<file path="config.mk">
export PLATFORM = sky130hd
export DESIGN_NAME = lle_result_buf_flat
export DESIGN_NICKNAME = d
export VERILOG_FILES = /design/src/hdl/lle_pkg.sv /design/src/hdl/lle_if.sv /design/src/hdl/lle_result_buf.sv /design/src/flat_wrapper.sv
export SDC_FILE = /design/constraint.sdc
export NUM_CORES = 1
export LEC_CHECK = 0
export BUFFER_PORTS_ARGS = -buffer_cell sky130_fd_sc_hd__buf_2
export CAP_MARGIN = 20
export CORE_ASPECT_RATIO = 0.8
export CORE_MARGIN = 3
export CORE_UTILIZATION = 43
export CTS_CLUSTER_SIZE = 28
export DETAILED_ROUTE_END_ITERATION = 8
export PLACE_DENSITY = 0.73
export SETUP_SLACK_MARGIN = 0.3
export SLEW_MARGIN = 20
export SYNTH_ARGS = -nofsm -noshare
export SYNTH_HDL_FRONTEND = slang
export SYNTH_SLANG_ARGS = --single-unit
</file>
<file path="constraint.sdc">
create_clock -name clk_i -period 1.4 [get_ports clk_i]
set_clock_uncertainty 0.2 [all_clocks]
set_input_delay 0.07 -clock clk_i [delete_from_list [all_inputs] [get_ports clk_i]]
set_output_delay 0.07 -clock clk_i [all_outputs]
set_load 0.05 [all_outputs]
</file>
<file path="src/hdl/lle_pkg.sv">
// Package: sizes, payload types and cell flow types for the LCS length engine.
`timescale 1ns / 1ps
package lle_pkg;

  localparam int unsigned MAX_LEN   = 64;
  localparam int unsigned CNT_W     = $clog2(MAX_LEN + 1);
  localparam int unsigned SYM_W     = 8;
  localparam int unsigned SCORE_W   = 7;
  localparam int unsigned ACT_W     = 2;

  typedef logic [SYM_W-1:0]   sym_t;
  typedef logic [SCORE_W-1:0] score_t;
  typedef logic [CNT_W-1:0]   cnt_t;

  localparam score_t SCORE_MAX = '1;

  typedef enum logic [ACT_W-1:0] {
    ACT_X   = 2'd0,
    ACT_Y   = 2'd1,
    ACT_FIN = 2'd2
  } action_e;

  // What one cell hands to the next every cycle
  typedef struct packed {
    logic   y_vld;
    logic   fin;
    sym_t   sym;
    score_t above;  // new score of the previous x position
    score_t diag;   // old score of the previous x position
    score_t len;    // result picked up by a finish token
  } flow_t;

  typedef struct packed {
    logic kill;   // drop y beats in flight and zero the score
    logic clr;    // drop the stored x symbol and zero the score
    logic wr_en;  // load a new x symbol
  } cell_ctl_t;

endpackage

</file>
<file path="src/hdl/lle_if.sv">


interface lle_out_if;
  import lle_pkg::*;
  logic                valid;
  logic                ready;
  logic [SCORE_W-1:0]  lcs_len;
  logic                x_overflow;

  modport source (output valid, lcs_len, x_overflow, input ready);
  modport sink   (input valid, lcs_len, x_overflow, output ready);
endinterface

</file>
<file path="src/hdl/lle_result_buf.sv">
// Result buffer: output register plus one hold slot for a result that meets a stall.
`timescale 1ns / 1ps
module lle_result_buf (
  input  logic            clk_i,
  input  logic            rst_ni,
  input  logic            tok_vld_i,
  input  lle_pkg::score_t tok_len_i,
  input  logic            tok_ovf_i,
  lle_out_if.source       out_o,
  output logic            loaded_o
);
  import lle_pkg::*;

  logic   out_vld_q, out_vld_d;
  score_t out_len_q, out_len_d;
  logic   out_ovf_q, out_ovf_d;
  logic   hold_vld_q, hold_vld_d;
  score_t hold_len_q, hold_len_d;
  logic   hold_ovf_q, hold_ovf_d;
  logic   out_free;

  assign out_free = !out_vld_q || out_o.ready;

  always_comb begin
    out_vld_d  = out_vld_q;
    out_len_d  = out_len_q;
    out_ovf_d  = out_ovf_q;
    hold_vld_d = hold_vld_q;
    hold_len_d = hold_len_q;
    hold_ovf_d = hold_ovf_q;
    loaded_o   = 1'b0;
    if (tok_vld_i && out_free) begin
      out_vld_d = 1'b1;
      out_len_d = tok_len_i;
      out_ovf_d = tok_ovf_i;
      loaded_o  = 1'b1;
    end else if (tok_vld_i) begin
      hold_vld_d = 1'b1;
      hold_len_d = tok_len_i;
      hold_ovf_d = tok_ovf_i;
    end else if (hold_vld_q && out_free) begin
      out_vld_d  = 1'b1;
      out_len_d  = hold_len_q;
      out_ovf_d  = hold_ovf_q;
      hold_vld_d = 1'b0;
      loaded_o   = 1'b1;
    end else if (out_o.ready) begin
      out_vld_d = 1'b0;
    end
  end

  always_ff @(posedge clk_i or negedge rst_ni) begin
    if (!rst_ni) begin
      out_vld_q  <= 1'b0;
      hold_vld_q <= 1'b0;
    end else begin
      out_vld_q  <= out_vld_d;
      hold_vld_q <= hold_vld_d;
    end
  end

  always_ff @(posedge clk_i) begin
    out_len_q  <= out_len_d;
    out_ovf_q  <= out_ovf_d;
    hold_len_q <= hold_len_d;
    hold_ovf_q <= hold_ovf_d;
  end

  assign out_o.valid      = out_vld_q;
  assign out_o.lcs_len    = out_len_q;
  assign out_o.x_overflow = out_ovf_q;

endmodule

</file>
<file path="src/flat_wrapper.sv">
// flat-port wrapper written by rule: the top's interface ports become plain ports
module lle_result_buf_flat import lle_pkg::*;
  (clk_i, rst_ni, tok_vld_i, tok_len_i, tok_ovf_i, loaded_o, out_o_valid, out_o_lcs_len, out_o_x_overflow, out_o_ready);
  lle_out_if out_o_i ();
  input  logic clk_i;
  input  logic rst_ni;
  input  logic tok_vld_i;
  input  lle_pkg::score_t tok_len_i;
  input  logic tok_ovf_i;
  output logic loaded_o;
  output wire logic [$bits(out_o_i.valid)-1:0] out_o_valid;
  output wire logic [$bits(out_o_i.lcs_len)-1:0] out_o_lcs_len;
  output wire logic [$bits(out_o_i.x_overflow)-1:0] out_o_x_overflow;
  input wire logic [$bits(out_o_i.ready)-1:0] out_o_ready;
  assign out_o_valid = out_o_i.valid;
  assign out_o_lcs_len = out_o_i.lcs_len;
  assign out_o_x_overflow = out_o_i.x_overflow;
  assign out_o_i.ready = out_o_ready;
  lle_result_buf u_core (.clk_i(clk_i), .rst_ni(rst_ni), .tok_vld_i(tok_vld_i), .tok_len_i(tok_len_i), .tok_ovf_i(tok_ovf_i), .out_o(out_o_i), .loaded_o(loaded_o));
endmodule
</file>
# Word level (Yosys, flattened, before mapping)
# Index checks and enable logic that the tools add are counted.
[classes]
n_eq_ne = 1
n_mux = 15
n_bitwise = 1
reduce_logical = 11
[op_table]
columns = ["cell", "count"]
rows = [
  ["7-bit two-way mux", 3],
  ["1-bit two-way mux", 12],
  ["2-bit AND reduction", 4],
  ["2-bit nonzero test", 2],
  ["3-bit nonzero test", 1],
  ["1-bit logical AND", 2],
  ["2-bit by 1-bit inequality test with 1-bit output, second input constant", 1],
  ["1-bit logical NOT", 1],
  ["1-bit logical OR", 1],
  ["1-bit NOT", 1],
]
[totals]
register_bits = 18
input_bits = 12
output_inout_bits = 10
elab_cells = 34

# Depth between registers and ports, before layout
[depth]
ltp_word = 6
depth_mapped = 4
depth_no_buf = 3

# Worst setup path before layout
# OpenSTA, ideal clock, no wires.
[synth_path]
path_type = "register to register"
from = "register u_core.out_vld_q (netlist: u_core.out_o.valid)"
to = "register u_core.out_len_q[0] (netlist: u_core.out_o.lcs_len[0]) (enable)"
setup_ps = 402
arrival_time_ps = 1751
required_time_ps = 798
slack_ps = -953
path_stages_with_launch = 3
n_path_buf = 0
period_less_slack_ps = 2353
cell_sequence = "dfrtp_1 > nor2b_4 > nor2_1"
[synth_via]
elab_chain_len = 5
elab_cells_between_ends = 7
[synth_lines]
columns = ["item", "line", "source"]
rows = [
  ["from (decl)", "lle_result_buf.sv:14", "logic out_vld_q, out_vld_d;"],
  ["from (signal assigned)", "lle_result_buf.sv:57", "out_vld_q <= out_vld_d;"],
  ["1-bit logical NOT (*)", "lle_result_buf.sv:22", "assign out_free = !out_vld_q || out_o.ready;"],
  ["1-bit logical OR (*)", "lle_result_buf.sv:22", ""],
  ["1-bit logical AND, on equally long branches", "lle_result_buf.sv:32, lle_result_buf.sv:41", ""],
  ["2-bit by 1-bit inequality test with 1-bit output (no source line) / 2-bit nonzero test (equally long branches)", "-", ""],
  ["2-bit AND reduction (no source line) (*)", "-", ""],
  ["to (signal assigned)", "lle_result_buf.sv:63", "out_len_q <= out_len_d;"],
  ["to (decl)", "lle_result_buf.sv:15", "score_t out_len_q, out_len_d;"],
]
# Mark *: on every way between the ends. The rest lies on a longest branch, timed or not.
# A chain may end at the register's enable or synchronous reset.

# Final worst setup path
[layout_path]
from = "register u_core.out_vld_q (netlist: u_core.out_o.valid)"
to = "register u_core.out_len_q[4] (netlist: u_core.out_o.lcs_len[4]) (data pin)"
[layout_via]
elab_chain_len = 4
[layout_lines]
columns = ["item", "line", "source"]
rows = [
  ["1-bit logical NOT", "lle_result_buf.sv:22", ""],
  ["1-bit logical OR", "lle_result_buf.sv:22", ""],
  ["1-bit logical AND", "lle_result_buf.sv:32", "if (tok_vld_i && out_free) begin"],
  ["7-bit two-way mux", "lle_result_buf.sv:32", ""],
  ["named net u_core.out_len_d[4]", "lle_result_buf.sv:15", ""],
]
# The timed path passes the listed nets, and every way through them passes these cells.

==> run metrics <==
Placer Congestion=0.6818; Leakage=0.4790 nW; vias per inst=4.604; Cells after Synth=34; R2R cell count=3; DRT Pass-1 Iters=3; Starting DRT DRC Count=2; grt ovf=0; ys async rst share=11.11%; final hold violations=2; DRC viols=0; post-synthesis net count=46; TritonCTS Sinks=18; Post-synth top cells=edfxtp_1, mux2_4, dfrtp_1, nor2_1; clock latency on the worst-skew pair=0.30 ns; final setup vio count=25; vias in the first global route=456; Post-Layout Cell Count=96; GRT Total Usage=13.60%; Setup crit end kind=flip-flop; area of the multi-input gates=191.4 sq um; nets@finish=88; Slew HR=83.61%; Unique masters post-synth=10; Fin Setup TNS=-2.212 ns; Max Transition Viols Final=0; count leader, synth=edfxtp_1; Inserted Diodes=0; Area contributors post-synth=edfxtp_1, mux2_4, dfrtp_1; Die Area=0.002203 sq mm; initial antenna violation count=0; CTS HTree Levels=1; min-delay worst type=primary input to flip-flop; core area=0.001471 sq mm; Layout Area Growth over Synthesis=56.35%; CTS Hold Bufs=10; RSZ-0062 raised after global routing=yes; Ys Warns=0; register bit total from synthesis=18; CTS root buf=clkbuf_4; upper clock frequency limit=652.5 MHz; Reg area=531.8 sq um; # rows=12; largest area contributor in the netlist=edfxtp_1; layout cells sized above 1=61.33%; Post-synth top flop=edfxtp_1; Required @ worst endpoint=1.26 ns; Hold WS=-0.1062 ns; via count=442; hold path depth=3; Max rail drop VDD=0.8202 mV; Place WS=-0.1665 ns; Initial Util=48.89%; Buffers on Ports=21; antenna-violating nets left=0; crit share post-route=109.5%; synthesized area=719.4 sq um; placed instance count=76; clock-pin slew on the worst setup and hold paths=0.10 ns; largest net degree at the start of global routing=11; # IOs=22; post-synthesis sequential area ratio=73.74%; Num CTS Buffers=3; CTS tree=yes; FF-to-FF setup slack=-0.13 ns; Crit Path Max Fanout=8; Slew @ Worst Pin=0.2475 ns; Worst Path Arrival=1.39 ns; die height=42.59 microns; pwr dens=1117 mW/mm^2; post-synth top area share=66.78%; number of synthesized flops with an enable pin=16; filler cell count=105; WL final=1361 microns; Area after DPL=869.6 sq um; Max-cap violations=0; status=finished with violations; clk buf depth=2; Startpoint Class=flip-flop; post-layout min period=1.533 ns; DR WL/cell=14.18 microns; Die W=51.73 microns; final setup slack of the worst path=-0.1326 ns; Setup CP Type=flip-flop to flip-flop; syn_area_per_cell=21.16 sq um; first-pass GRT wire length=2097 microns; failing checks=negative hold slack, negative setup slack; Finished Cell Area=0.001125 sq mm
area by class of cell:
| cell class | count | share of cell area, % |
|---|---|---|
| sequential | 18 | 47.27 |
| timing repair buffer | 38 | 31.03 |
| multi-input combinational | 15 | 17.02 |
| clock buffer | 4 | 2.336 |
| tap | 21 | 2.336 |
state kept, by name, indices dropped and copies added (netlist names):
register / count
u_core.hold_len_q: 7
u_core.out_o.lcs_len: 7
u_core.out_o.valid: 1
u_core.out_o.x_overflow: 1
u_core.hold_vld_q: 1
u_core.hold_ovf_q: 1
cells in the final DEF, fill, tap and decap left out:
cell           synthesis  final
and2_4                 0      1
mux2_4                 8      8
dfrtp_1                2      1
dfrtp_2                0      1
edfxtp_1              16     16
nand2b_1               1      1
buf_6                  1     13
nor2b_4                1      1
buf_12                 0      1
buf_4                  0      1
dlygate4sd3_1          0     10
nand2b_4               1      1
nor2_4                 0      1
nor2_2                 0      1
clkbuf_1               0      1
maj3_2                 0      1
buf_2                  0     12
buf_8                  0      1
clkbuf_4               0      3
final timing paths:
| path | start | to |
|---|---|---|
| max in group asynchronous | rst_ni | u_core.out_o.valid |
| min in group asynchronous | rst_ni | u_core.hold_vld_q |
| setup / recovery | u_core.out_o.valid | u_core.out_o.lcs_len[4] |
| hold / removal | tok_vld_i | u_core.out_o.valid |
| hold reg to reg | u_core.hold_ovf_q | u_core.out_o.x_overflow |
| setup reg to reg | u_core.out_o.valid | u_core.out_o.lcs_len[4] |
power breakdown:
group	leakage [nW]	total (mW)	switching [mW]	internal, mW
registers	0.173	0.652	0.0177	0.634
logic	0.291	0.338	0.171	0.166
clock network	0.0150	0.267	0.156	0.111
total	0.479	1.26	0.344	0.912
metrics by stage:
stage          total power [mW]  utilization [%]
2_1_floorplan            0.8332                -
3_3_place_gp             0.8947            59.10
3_5_place_dp             0.8967            59.10
4_1_cts                   1.222            73.64
5_1_grt                   1.312            76.45
6_report                  1.256            76.45
per-layer routing:
| layer | vias to the layer above | track usage, % | wire [microns] |
|---|---|---|---|
| met5 | - | 0 | 0 |
| met4 | 0 | 7.330 | 25 |
| met3 | 4 | 6.406 | 81 |
| met2 | 20 | 22.08 | 693 |
| met1 | 209 | 14.45 | 561 |
| li1 | 209 | - | - |
cell families after synthesis:
kind of cell | after synthesis | synth area share (%)
AND/OR/NAND/NOR | 6 | 6.609
buffers and inverters | 1 | 1.565
multiplexers | 8 | 16.70
flip-flops | 18 | 73.74
adder cells (fa/ha/maj) | 1 | 1.391
repair_timing:
item / 4_1_cts / 5_1_grt
setup endpoints to repair: 35 / 36
setup buffers: 3 / 3
endpoints found under the hold margin: 20 / 2
pin swaps: 1 / 2
gates cloned: 0 / 0
gates resized for setup: 22 / 5
worst max-delay path, cell delays in order, from the launching register on:
cell and delay, ns:
dfrtp_2 0.36, nor2b_4 0.17, nand2b_4 0.23, mux2_4 0.32
No activity file was read; power rests on OpenSTA's default activity.
