**src/hdl/lle_pkg.sv**
```systemverilog
// Package: sizes, payload types and cell flow types for the LCS length engine.
`timescale 1ns / 1ps
package lle_pkg;

  localparam int unsigned MAX_LEN   = 64;
  localparam int unsigned CNT_W     = $clog2(MAX_LEN + 1);
  localparam int unsigned SYM_W     = 8;
  localparam int unsigned SCORE_W   = 7;
  localparam int unsigned ACT_W     = 2;

  typedef logic [SYM_W-1:0]   sym_t;
  typedef logic [SCORE_W-1:0] score_t;
  typedef logic [CNT_W-1:0]   cnt_t;

  localparam score_t SCORE_MAX = '1;

  typedef enum logic [ACT_W-1:0] {
    ACT_X   = 2'd0,
    ACT_Y   = 2'd1,
    ACT_FIN = 2'd2
  } action_e;

  // What one cell hands to the next every cycle
  typedef struct packed {
    logic   y_vld;
    logic   fin;
    sym_t   sym;
    score_t above;  // new score of the previous x position
    score_t diag;   // old score of the previous x position
    score_t len;    // result picked up by a finish token
  } flow_t;

  typedef struct packed {
    logic kill;   // drop y beats in flight and zero the score
    logic clr;    // drop the stored x symbol and zero the score
    logic wr_en;  // load a new x symbol
  } cell_ctl_t;

endpackage

```
**src/hdl/lle_cell.sv**
```systemverilog
// One systolic cell: holds one x symbol and its score, updates on each passing y beat.
`timescale 1ns / 1ps
module lle_cell (
  input  logic              clk_i,
  input  logic              rst_ni,
  input  lle_pkg::cell_ctl_t ctl_i,
  input  lle_pkg::sym_t     wr_sym_i,
  input  logic              nxt_xv_i,
  input  lle_pkg::flow_t    flow_i,
  output lle_pkg::flow_t    flow_o,
  output logic              xv_o
);
  import lle_pkg::*;

  logic   xv_q, xv_d;
  sym_t   xs_q, xs_d;
  score_t sc_q, sc_d;
  flow_t  flow_q, flow_d;
  score_t v;
  logic   upd;
  logic   is_last;

  assign upd     = flow_i.y_vld && xv_q;
  assign is_last = xv_q && !nxt_xv_i;

  always_comb begin
    if (xs_q == flow_i.sym) begin
      v = (flow_i.diag >= SCORE_MAX) ? SCORE_MAX : score_t'(flow_i.diag + score_t'(1));
    end else begin
      v = (flow_i.above >= sc_q) ? flow_i.above : sc_q;
    end
  end

  always_comb begin
    xv_d = xv_q;
    xs_d = xs_q;
    sc_d = sc_q;
    if (ctl_i.clr) begin
      xv_d = 1'b0;
    end else if (ctl_i.wr_en) begin
      xv_d = 1'b1;
      xs_d = wr_sym_i;
    end
    if (ctl_i.clr || ctl_i.kill) begin
      sc_d = '0;
    end else if (upd) begin
      sc_d = v;
    end
  end

  always_comb begin
    flow_d       = flow_i;
    flow_d.y_vld = flow_i.y_vld && !ctl_i.kill;
    if (upd) begin
      flow_d.above = v;
      flow_d.diag  = sc_q;
    end
    // the finish token picks up the score of the last loaded x position
    if (flow_i.fin && is_last) begin
      flow_d.len = sc_q;
    end
  end

  always_ff @(posedge clk_i or negedge rst_ni) begin
    if (!rst_ni) begin
      xv_q   <= 1'b0;
      sc_q   <= '0;
      flow_q <= '0;
    end else begin
      xv_q   <= xv_d;
      sc_q   <= sc_d;
      flow_q <= flow_d;
    end
  end

  always_ff @(posedge clk_i) begin
    xs_q <= xs_d;
  end

  assign flow_o = flow_q;
  assign xv_o   = xv_q;

endmodule

```
**config.mk**
```make
export PLATFORM = sky130hd
export DESIGN_NAME = lle_cell
export DESIGN_NICKNAME = d
export VERILOG_FILES = /design/src/hdl/lle_pkg.sv /design/src/hdl/lle_cell.sv
export SDC_FILE = /design/constraint.sdc
export NUM_CORES = 1
export LEC_CHECK = 0
export ABC_AREA = 1
export BUFFER_PORTS_ARGS = -buffer_cell sky130_fd_sc_hd__buf_4
export CORE_ASPECT_RATIO = 1.4
export CORE_MARGIN = 2
export CORE_UTILIZATION = 39
export CTS_CLUSTER_SIZE = 8
export DETAILED_ROUTE_END_ITERATION = 8
export HOLD_SLACK_MARGIN = 0.15
export PLACE_DENSITY = 0.74
export SETUP_SLACK_MARGIN = 0.1
export SLEW_MARGIN = 20
export SYNTH_ARGS = -nofsm -noshare
export SYNTH_HDL_FRONTEND = slang
export SYNTH_SLANG_ARGS = --single-unit
```
**constraint.sdc**
```tcl
create_clock -name clk_i -period 1.9 [get_ports clk_i]
set_input_delay 0.285 -clock clk_i [delete_from_list [all_inputs] [get_ports clk_i]]
set_output_delay 0.285 -clock clk_i [all_outputs]
set_load 0.01 [all_outputs]
```
Word level (Yosys, flattened, before mapping)
Cells that the tools add are included.

storage, ports and cells
  bits in registers = 47
  output and inout bits = 32

operators by class
  $add $sub $neg = 1
  magnitude comparators = 2
  equality and inequality tests = 1
  multiplexer cells = 9
  bitwise operators = 1
  reductions and logical operators = 10

operators by type and width
  operator                                                        number
  7-bit two-way mux                                               6
  14-bit two-way mux                                              1
  8-bit equality test                                             1
  7-bit by 1-bit adder with 7-bit output (second input constant)  1
  7-bit greater-or-equal comparator                               1
  7-bit greater-or-equal comparator (second input constant)       1
  1-bit logical AND                                               4
  2-bit nonzero test                                              2
  1-bit zero test                                                 2
  1-bit two-way mux                                               2
  2-bit AND reduction                                             1
  1-bit logical OR                                                1
  1-bit NOT                                                       1

Logic depth before layout (Yosys ltp)
Gate-level depths: netlist of the first run.

  depth in word-level cells = 5
  mapped depth = 13

Worst setup path after synthesis of the first run
Ideal clock, no wire load.

  path kind = register -> register
  from = register sc_q[6]
  to = register flow_q (netlist bit flow_o[18])
  setup time = 0.119 ns
  data arrival time = 1.394 ns
  required time = 1.781 ns
  path slack = 0.388 ns
  stages on the path, launching flop included = 11
  clock period less this slack = 1.512 ns
  cell sequence = dfrtp_1 -> inv_1 -> ha_1 -> nand2_2 -> inv_2 -> a21oi_4 -> nand3_1 -> nand3_1 -> nand2_1 -> nand2_1 -> o21ai_2

RTL lines
  item                    RTL line        text
  from (decl)             lle_cell.sv:17  score_t sc_q, sc_d;
  from (signal assigned)  lle_cell.sv:67  sc_q <= '0;
  from (signal assigned)  lle_cell.sv:71  sc_q <= sc_d;
  to (signal assigned)    lle_cell.sv:72  flow_q <= flow_d;
  to (decl)               lle_cell.sv:18  flow_t flow_q, flow_d;

Worst setup path in the final report of the first run
  from = input port flow_i[23] in the netlist's numbering
  to = register sc_q[6]

between the ends
  cells in the longest elaborated chain, start to end = 4

ends and longest elaborated chain
  item                 RTL line        text
  from (decl)          lle_cell.sv:9   input lle_pkg::flow_t flow_i,
  8-bit equality test  lle_cell.sv:27  if (xs_q == flow_i.sym) begin
  7-bit two-way mux    lle_cell.sv:27
  7-bit two-way mux    lle_cell.sv:46  end else if (upd) begin
  7-bit two-way mux    lle_cell.sv:44  if (ctl_i.clr || ctl_i.kill) begin

Every way passes these cells. The select of a mux whose other input is x is not followed.
A chain may end at the register's enable or synchronous reset.

==> flow_summary.ini, run 1 <==
[run_status]
status = finished clean

[logic_synthesis]
async_flop_share_pct = 83.0
yosysSeqAreaShare_pct = 53.5
ys_top_cells_by_area = dfrtp_1, nand2_1, edfxtp_1
syn_area_mm2 = 0.00227
synth_top_area_cell = dfrtp_1
synth_flop_cell = dfrtp_1
synth_edf_count = 8
synth_top_area_share_pct = 42.9
synth_cell_types = 23
ys_warn_count = 0
syn_inst = 264
mappedNetlistNets = 317
ys_ff_latch = 47
syn_area_per_cell_um2 = 8.61

[cts]
numCtsBuffers = 5
cts_buffer_depth = 2
htree_levels = 2
clk_latency_ps = 300
cts_tree = done
cts_root_buffer = clkbuf_8
cts.clk_slew.worst_paths_ps = 90
cts.sinks = 47

[global_route]
grt_use_total_pct = 16.9
grt_max_degree = 40
grt_pass1_wl_mm = 8.16
grt-ovfl-total = 0
antenna_found_initial = 0
grt_pass1_vias = 1913

[critical_path]
slowest_stage = dlygate4sd3_1
cp_max_fo = 8
critPathArrivalTime_ps = 1920
worstSetupEndpointType = register
cp-startpoint = flow_i[23]
r2r_cells = 11
cp-start-kind = input pin
cpMostUsedCell = nand2_1
rr_endpoint = flow_o[18]
path_class = in -> reg
reg2reg_from = sc_q[3]
reg2reg_slack_ps = 230
endpoint = sc_q[6]
max_stage_delay_ps = 550
required_ps = 2130
path_cells = dlygate4sd3_1 -> buf_4 -> xnor2_1 -> nand2_1 -> nor2_2 -> nand2_4 -> inv_4 -> nand2_1 -> nand2_1 -> nand3_1 -> nand2_1

[min_path]
min_from = ctl_i[1]
hold_path_class = in -> reg

[timing]
grt_setup_unrepaired = false
slew_violations = 0
clock_skew_ps = 9.86
fmax_ghz = 0.591
worst_pin_slew_ps = 573
finalSetupTns_ps = 0
period_share_pct = 89.0
slew_headroom_pct = 61.8
setup_violations = 0
finalHoldViolations = 0
fin_crit_ps = 1690

[layout]
fin_area_mm2 = 0.00331
layout_common_cells = nand2_1, buf_4, dfrtp_1
fillers = 480
nNetsFinal = 421
diodes = 0
drive_gt1_share_pct = 32.5
syn2layout_area_growth_pct = 45.8
final_common_cell = nand2_1

[flow_run]
drv_cap = 0

[floorplanning]
std_cell_rows = 32
initial_core_util_pct = 40.8
die-area_mm2 = 0.00646
die_w_um = 68.5
boundaryPins = 77
dieHeight_um = 94.3
core_area_mm2 = 0.00557

[place]
place.gp.congestion = 0.919
dp_hpwl_mm = 4.04
port_buffers = 76
dpl-instance-area_mm2 = 0.00296

[power]
power_leakage_uw = 0.00173
powerDensity_mw_per_mm2 = 726
peakVddDrop_mv = 0.368

[detailed_routing]
viasPerCell = 4.74
vias = 2070
first_iter_violations = 92
dr.pass1.iters = 5
drc = 0
routedWlPerCell_um = 12.7
totalWireLength_mm = 5.55
antenna_left = 0
[what timing repair did]
action,4_1_cts,5_1_grt
setup buffers,0,1
resized for setup,0,9
hold buffers,11,7
setup endpoints to repair,0,14
endpoints found under the hold margin,49,7
[cell type report]
class | count | area, um^2 | area share, %
Clock buffer | 6 | 72.6 | 2.19
Inverter | 38 | 145 | 4.38
Sequential cell | 47 | 1220 | 36.7
Multi-Input combinational cell | 175 | 932 | 28.1
Tap cell | 68 | 85.1 | 2.57
Timing Repair Buffer | 101 | 803 | 24.2
Clock inverter | 2 | 60.1 | 1.81
[logic make-up (layout without fill, tap and decap cells)]
| logic type | count (synthesis) | in the layout | share of synthesized area [%] |
|---|---|---|---|
| and+or+nand+nor | 135 | 135 | 25.9 |
| DFF | 47 | 47 | 53.5 |
| buffers and inverters | 42 | 147 | 7.04 |
| AOI/OAI and AO/OA | 26 | 26 | 6.82 |
| adders and majority gates | 8 | 8 | 4.40 |
| xor gates and xnor gates | 6 | 6 | 2.31 |
[critical path: cells and delay by family]
family                 cells  cell delay (ps)
buffers and inverters      3              790
AND/OR/NAND/NOR            7              680
XOR/XNOR                   1              160
[routing by layer]
metal	GRT usage (%)	up-vias	share of wire [%]
met2	30.2	71	53
met4	7.67	0	2.0
met5	0	-	0
met1	18.2	957	38
met3	4.17	10	6.9
li1	-	1032	-
[cells in the mapped netlist, types with 3 or more instances]
master	instances
nand3_1	23
inv_1	29
nor2_4	3
o21ai_1	19
inv_2	9
nand2_2	3
xnor2_1	5
nand2_1	96
ha_1	8
dfrtp_1	39
edfxtp_1	8
nor2_1	5
o21ai_2	3
[power by group]
group,internal [uW],switching [uW],leakage [uW],total (uW)
clock,526,324,0.0000654,850
combinational,222,228,0.00111,451
sequential,1080,21.1,0.000553,1110
total,1830,574,0.00173,2410
[how the worst min path moves through the flow]
stage / endpoint / slack (ps) / cells after the start
4_1_cts: xs_q[2] / 150 / 1
3_3_place_gp: flow_o[22] / 290 / 1
2_1_floorplan: flow_o[0] / -10 / 0
6_report: xv_o / 160 / 2
3_5_place_dp: flow_o[22] / 290 / 1
5_1_grt: xs_q[4] / 160 / 1
[stage by stage]
stage               hold WS (ps)  total power [uW]  utilization, %  worst slack (ps)  cells
floorplan                  -10.6              1320               -               388    264
global placement             288              1530            53.1               225    410
detailed placement           288              1540            53.1               177    410
CTS                          153              2410            57.5               147    429
global route                 158              2530            59.6              87.2    437
finish                       164              2410            59.6               209    437
[sequential cells by signal, indices dropped and copies added, names as in the netlist]
signal	cells
flow_o	31
xs_q	8
xv_o	1
sc_q	7
Power figures use the tool's default switching activity.
==> run 2: changes to the inputs <==
--- a/config.mk
+++ b/config.mk
@@ -5,7 +5,6 @@
 export SDC_FILE = /design/constraint.sdc
 export NUM_CORES = 1
 export LEC_CHECK = 0
-export ABC_AREA = 1
 export BUFFER_PORTS_ARGS = -buffer_cell sky130_fd_sc_hd__buf_4
 export CORE_ASPECT_RATIO = 1.4
 export CORE_MARGIN = 2
==> flow_summary.ini, run 2 <==
[floorplanning]
dieHeight_um = 92.2
die-area_mm2 = 0.00617
core_area_mm2 = 0.00545
initial_core_util_pct = 39.8
boundaryPins = 77
std_cell_rows = 32
die_w_um = 67.0

[logic_synthesis]
ys_ff_latch = 47
synth_edf_count = 8
syn_inst = 187
async_flop_share_pct = 83.0
synth_cell_types = 40
ys_top_cells_by_count = dfrtp_1, nand2_1, o21ai_0, o31ai_1, xnor2_1
syn_area_per_cell_um2 = 11.6
ys_warn_count = 0
syn_area_mm2 = 0.00217
synth_top_area_share_pct = 45.1
mappedNetlistNets = 240
synth_flop_cell = dfrtp_1
synth_top_area_cell = dfrtp_1
synth_most_common_cell = dfrtp_1
ys_top_cells_by_area = dfrtp_1, edfxtp_1, nand2_1
yosysSeqAreaShare_pct = 56.2

[critical_path]
path_cells = inv_1 -> ha_4 -> a21oi_2 -> o21ai_2 -> a21o_4 -> a221oi_4 -> o31ai_2
path_class = reg -> reg
reg2reg_from = sc_q[6]
critPathArrivalTime_ps = 1960
endpoint = sc_q[6]
cp_max_fo = 7
r2r_cells = 7
rr_endpoint = sc_q[6]
slowest_stage = dfrtp_1
worstSetupEndpointType = register
cp-startpoint = sc_q[6]
cp-start-kind = register
reg2reg_slack_ps = 90
required_ps = 2060
max_stage_delay_ps = 390

[flow_run]
drv_cap = 0

[timing]
fmax_ghz = 0.554
holdWs_ps = 163
fin_crit_ps = 1810
slew_headroom_pct = 56.0
finalSetupTns_ps = 0
clock_skew_ps = 4.47
finalHoldViolations = 0
setup_violations = 0
period_share_pct = 95.1
worst_pin_slew_ps = 654
slew_violations = 0
grt_setup_unrepaired = true

[global_route]
grt-ovfl-total = 0
grt_pass1_vias = 1819
antenna_found_initial = 0
grt_pass1_wl_mm = 8.33
grt_max_degree = 40
grt_use_total_pct = 17.8

[place]
dpl-instance-area_mm2 = 0.00286
port_buffers = 76
dp_hpwl_mm = 3.86
place.gp.congestion = 0.822

[detailed_routing]
viasPerCell = 4.96
totalWireLength_mm = 5.31
vias = 1785
dr.pass1.iters = 4
antenna_left = 0
drc = 0
routedWlPerCell_um = 14.7
first_iter_violations = 57

[layout]
drive_gt1_share_pct = 43.5
multi_input_area_mm2 = 0.00100
fillers = 494
layout_common_cells = buf_4, dfrtp_1, nand2_1
nNetsFinal = 344
diodes = 0
fin_area_mm2 = 0.00321
largest_reg_flops = 31
syn2layout_area_growth_pct = 48.4
seqCellArea_mm2 = 0.00122
final_common_cell = buf_4

[power]
fin_total_pwr_uw = 2090
power_leakage_uw = 0.00144
peakVddDrop_mv = 0.686
power_frac_seq_pct = 52.8
p_sw_share_pct = 25.3
p_sw_uw = 527
clkPwrFrac_pct = 26.7
intPower_uw = 1560
powerDensity_mw_per_mm2 = 649
pwr-share-comb_pct = 20.5

[run_status]
status = finished clean

[cts]
cts_tree = done
cts.sinks = 47
cts_buffer_depth = 2
clk_latency_ps = 290
numCtsBuffers = 5
cts_root_buffer = clkbuf_8
cts.clk_slew.worst_paths_ps = 80
htree_levels = 2

[min_path]
hold_path_class = in -> reg
run 2: kinds of logic (layout without fill, tap and decap cells):
family | after synthesis | after routing | synth area share, %
adders and majority gates | 8 | 8 | 4.62
muxes | 3 | 3 | 1.50
xor gates and xnor gates | 11 | 11 | 4.45
buffers and inverters | 12 | 117 | 2.48
DFF | 47 | 47 | 56.2
AOI/OAI and AO/OA | 44 | 44 | 15.9
and+or+nand+nor | 62 | 62 | 14.9
run 2: layout make-up:
type | instances | area share [%]
sequential | 47 | 37.8
multi-input combinational | 128 | 31.2
clock inverter | 3 | 0.467
clock buffer | 5 | 2.14
inverter | 7 | 0.817
tap | 68 | 2.65
timing repair buffer | 102 | 24.9
run 2: timing repair:
item | 4_1_cts | 5_1_grt
gates resized for setup | 7 | 11
buffers inserted | 0 | 3
pin swaps | 11 | 9
hold buffers | 12 | 2
hold endpoints to repair | 50 | 2
gates cloned | 0 | 0
setup endpoints to repair | 14 | 14
run 2: worst min path at each step:
stage / start / slack (ps) / cells past startpoint / end
after floorplan: rst_ni / -10 / 0 / flow_o[0]
after global placement: rst_ni / 290 / 1 / flow_o[1]
after detailed placement: rst_ni / 280 / 1 / flow_o[6]
after CTS: wr_sym_i[0] / 150 / 1 / xs_q[0]
after global routing: wr_sym_i[4] / 150 / 1 / xs_q[4]
final: wr_sym_i[4] / 160 / 1 / xs_q[4]
run 2: per-stage QoR:
stage          util [%]  setup WS (ps)  cells
3_3_place_gp       52.6           47.7    335
4_1_cts            57.0           95.8    355
3_5_place_dp       52.6          -5.68    335
5_1_grt            59.0          -24.2    360
2_1_floorplan         -            168    187
6_report           59.0           93.7    360
run 2: critical path, delay by kind of cell, from the launching register on:
| kind | cells | cell delay [ps] |
|---|---|---|
| adders and majority gates | 1 | 220 |
| AOI/OAI and AO/OA | 5 | 960 |
| buffers and inverters | 1 | 110 |
| DFF | 1 | 390 |
run 2: power groups by stage:
stage / sequential, uW / combinational [uW] / clock, uW
after global routing: 1110 / 467 / 625
after floorplan: 1150 / 139 / 0
after detailed placement: 1120 / 377 / 0
after global placement: 1120 / 369 / 0
final: 1100 / 427 / 557
after CTS: 1100 / 408 / 585
run 2: routing by layer:
metal	vias to the layer above	track usage [%]	wire (um)
li1	875	-	-
met1	829	19.8	1870
met2	73	31.3	2850
met3	8	6.01	477
met4	0	5.61	112
met5	-	0	0
==> run 3: changes to the inputs <==
--- a/config.mk
+++ b/config.mk
@@ -12,7 +12,7 @@
 export CTS_CLUSTER_SIZE = 8
 export DETAILED_ROUTE_END_ITERATION = 8
 export HOLD_SLACK_MARGIN = 0.15
-export PLACE_DENSITY = 0.74
+export PLACE_DENSITY = 0.7
 export SETUP_SLACK_MARGIN = 0.1
 export SLEW_MARGIN = 20
 export SYNTH_ARGS = -nofsm -noshare
==> flow_summary.ini, run 3 (synthesis gave the netlist of run 2 again) <==
[critical_path]
worstSetupEndpointType = register
path_class = reg -> reg
cp-start-kind = register
critPathArrivalTime_ps = 2010
cp_max_fo = 7
reg2reg_from = sc_q[1]
required_ps = 2070
r2r_cells = 7
rr_endpoint = sc_q[6]
reg2reg_slack_ps = 60

[layout]
diodes = 0
seqCellArea_mm2 = 0.00122
final_common_cell = buf_4
layout_common_cells = buf_4, dfrtp_1, nand2_1
drive_gt1_share_pct = 45.2
fillers = 481
nNetsFinal = 342
multi_input_area_mm2 = 0.00105
syn2layout_area_growth_pct = 50.9
largest_reg_flops = 31

[timing]
layout_setup_ws_ps = 61.0
fin_crit_ps = 1840
worst_pin_slew_ps = 672
finalSetupTns_ps = 0
setup_violations = 0
clock_skew_ps = 10.9
finalHoldViolations = 0
grt_setup_unrepaired = true
fmax_ghz = 0.544
slew_violations = 0
slew_headroom_pct = 54.6
period_share_pct = 96.8

[global_route]
antenna_found_initial = 0
grt_use_total_pct = 18.6
grt-ovfl-total = 0
grt_pass1_wl_mm = 8.49
grt_pass1_vias = 1865
grt_max_degree = 40

[min_path]
hold_path_end = xs_q[6]
min_from = wr_sym_i[6]
whs_path_depth = 1
hold_path_class = in -> reg

[power]
p_sw_uw = 554
intPower_uw = 1610
p_sw_share_pct = 25.6
power_frac_seq_pct = 51.0
peakVddDrop_mv = 0.549
clkPwrFrac_pct = 28.6
pwr-share-comb_pct = 20.4
powerDensity_mw_per_mm2 = 662
power_leakage_uw = 0.00146

[detailed_routing]
drc = 0
dr.pass1.iters = 4
viasPerCell = 5.20
antenna_left = 0
totalWireLength_mm = 5.54
first_iter_violations = 99
routedWlPerCell_um = 15.5
vias = 1860

[cts]
cts.sinks = 47
numCtsBuffers = 5
cts_buffer_depth = 2
cts_tree = done
clk_latency_ps = 300
htree_levels = 2
cts.clk_slew.worst_paths_ps = 90
cts_root_buffer = clkbuf_8

[floorplanning]
dieHeight_um = 92.2
die_w_um = 67.0
die-area_mm2 = 0.00617
initial_core_util_pct = 39.8
core_area_mm2 = 0.00545
std_cell_rows = 32
boundaryPins = 77

[place]
post-place-ws_ps = 28.7
place.gp.congestion = 0.796
dp_hpwl_mm = 3.92
port_buffers = 76

[flow_run]
drv_cap = 0

[run_status]
status = finished clean
## run 3: cell types whose count changed in the layout (fill, tap and decap cells not counted), moves of 2 or more
cell	previous run	this run
a221oi_2	4	2
a221oi_4	2	4
buf_4	88	85
clkinv_1	2	0
inv_1	5	3
inv_2	2	4
## run 3: worst max path at each step
stage	startpoint	to	slack (ps)	depth (start not counted)
floorplan	sc_q[4]	sc_q[1]	170	7
global placement	flow_i[18]	sc_q[1]	60	7
detailed placement	flow_i[18]	sc_q[1]	30	7
CTS	sc_q[6]	flow_o[15]	100	7
global route	sc_q[1]	sc_q[1]	20	7
finish	sc_q[1]	sc_q[6]	60	7
## run 3: per-stage QoR
stage	hold WS, ps	utilization (%)	instances	cell area (um^2)	power [uW]
5_1_grt	147	60.0	358	3270	2260
2_1_floorplan	-10.6	-	187	2170	1290
6_report	157	60.0	358	3270	2160
4_1_cts	152	56.9	354	3100	2140
3_3_place_gp	281	52.6	335	2860	1490
3_5_place_dp	293	52.6	335	2860	1500
## run 3: final cells by class
class                      count  area share, %
clock inverter                 1          0.153
multi-input combinational    128           32.1
inverter                       7          0.804
clock buffer                   7           2.64
sequential                    47           37.2
timing repair buffer         100           24.5
tap                           68           2.60
## run 3: what timing repair did
action | in CTS | in global routing
pin swaps | 2 | 15
resized for setup | 7 | 19
hold endpoints to repair | 49 | 2
endpoints found under the setup margin | 12 | 14
hold buffers | 11 | 2
gates cloned | 0 | 0
setup buffers | 0 | 2
## run 3: power groups by stage
stage / sequential [uW] / combinational, uW / clock (uW)
2_1_floorplan: 1150 / 139 / 0
3_3_place_gp: 1120 / 369 / 0
3_5_place_dp: 1130 / 379 / 0
4_1_cts: 1100 / 406 / 627
5_1_grt: 1110 / 482 / 668
6_report: 1100 / 441 / 618
## run 3: critical path, cell delays in order, from the launching register on
cell and delay [ps]:
dfrtp_1 400, inv_2 100, ha_1 250, nand2_1 120, o21ai_4 100, a21o_4 290
a221oi_2 320, o31ai_1 130
## run 3: per-layer routing
metal,vias up,share of wire (%),global-route usage (%)
met3,10,6.1,4.66
li1,881,-,-
met1,898,36,20.9
met2,71,56,33.3
met5,-,0,0
met4,0,1.8,6.63
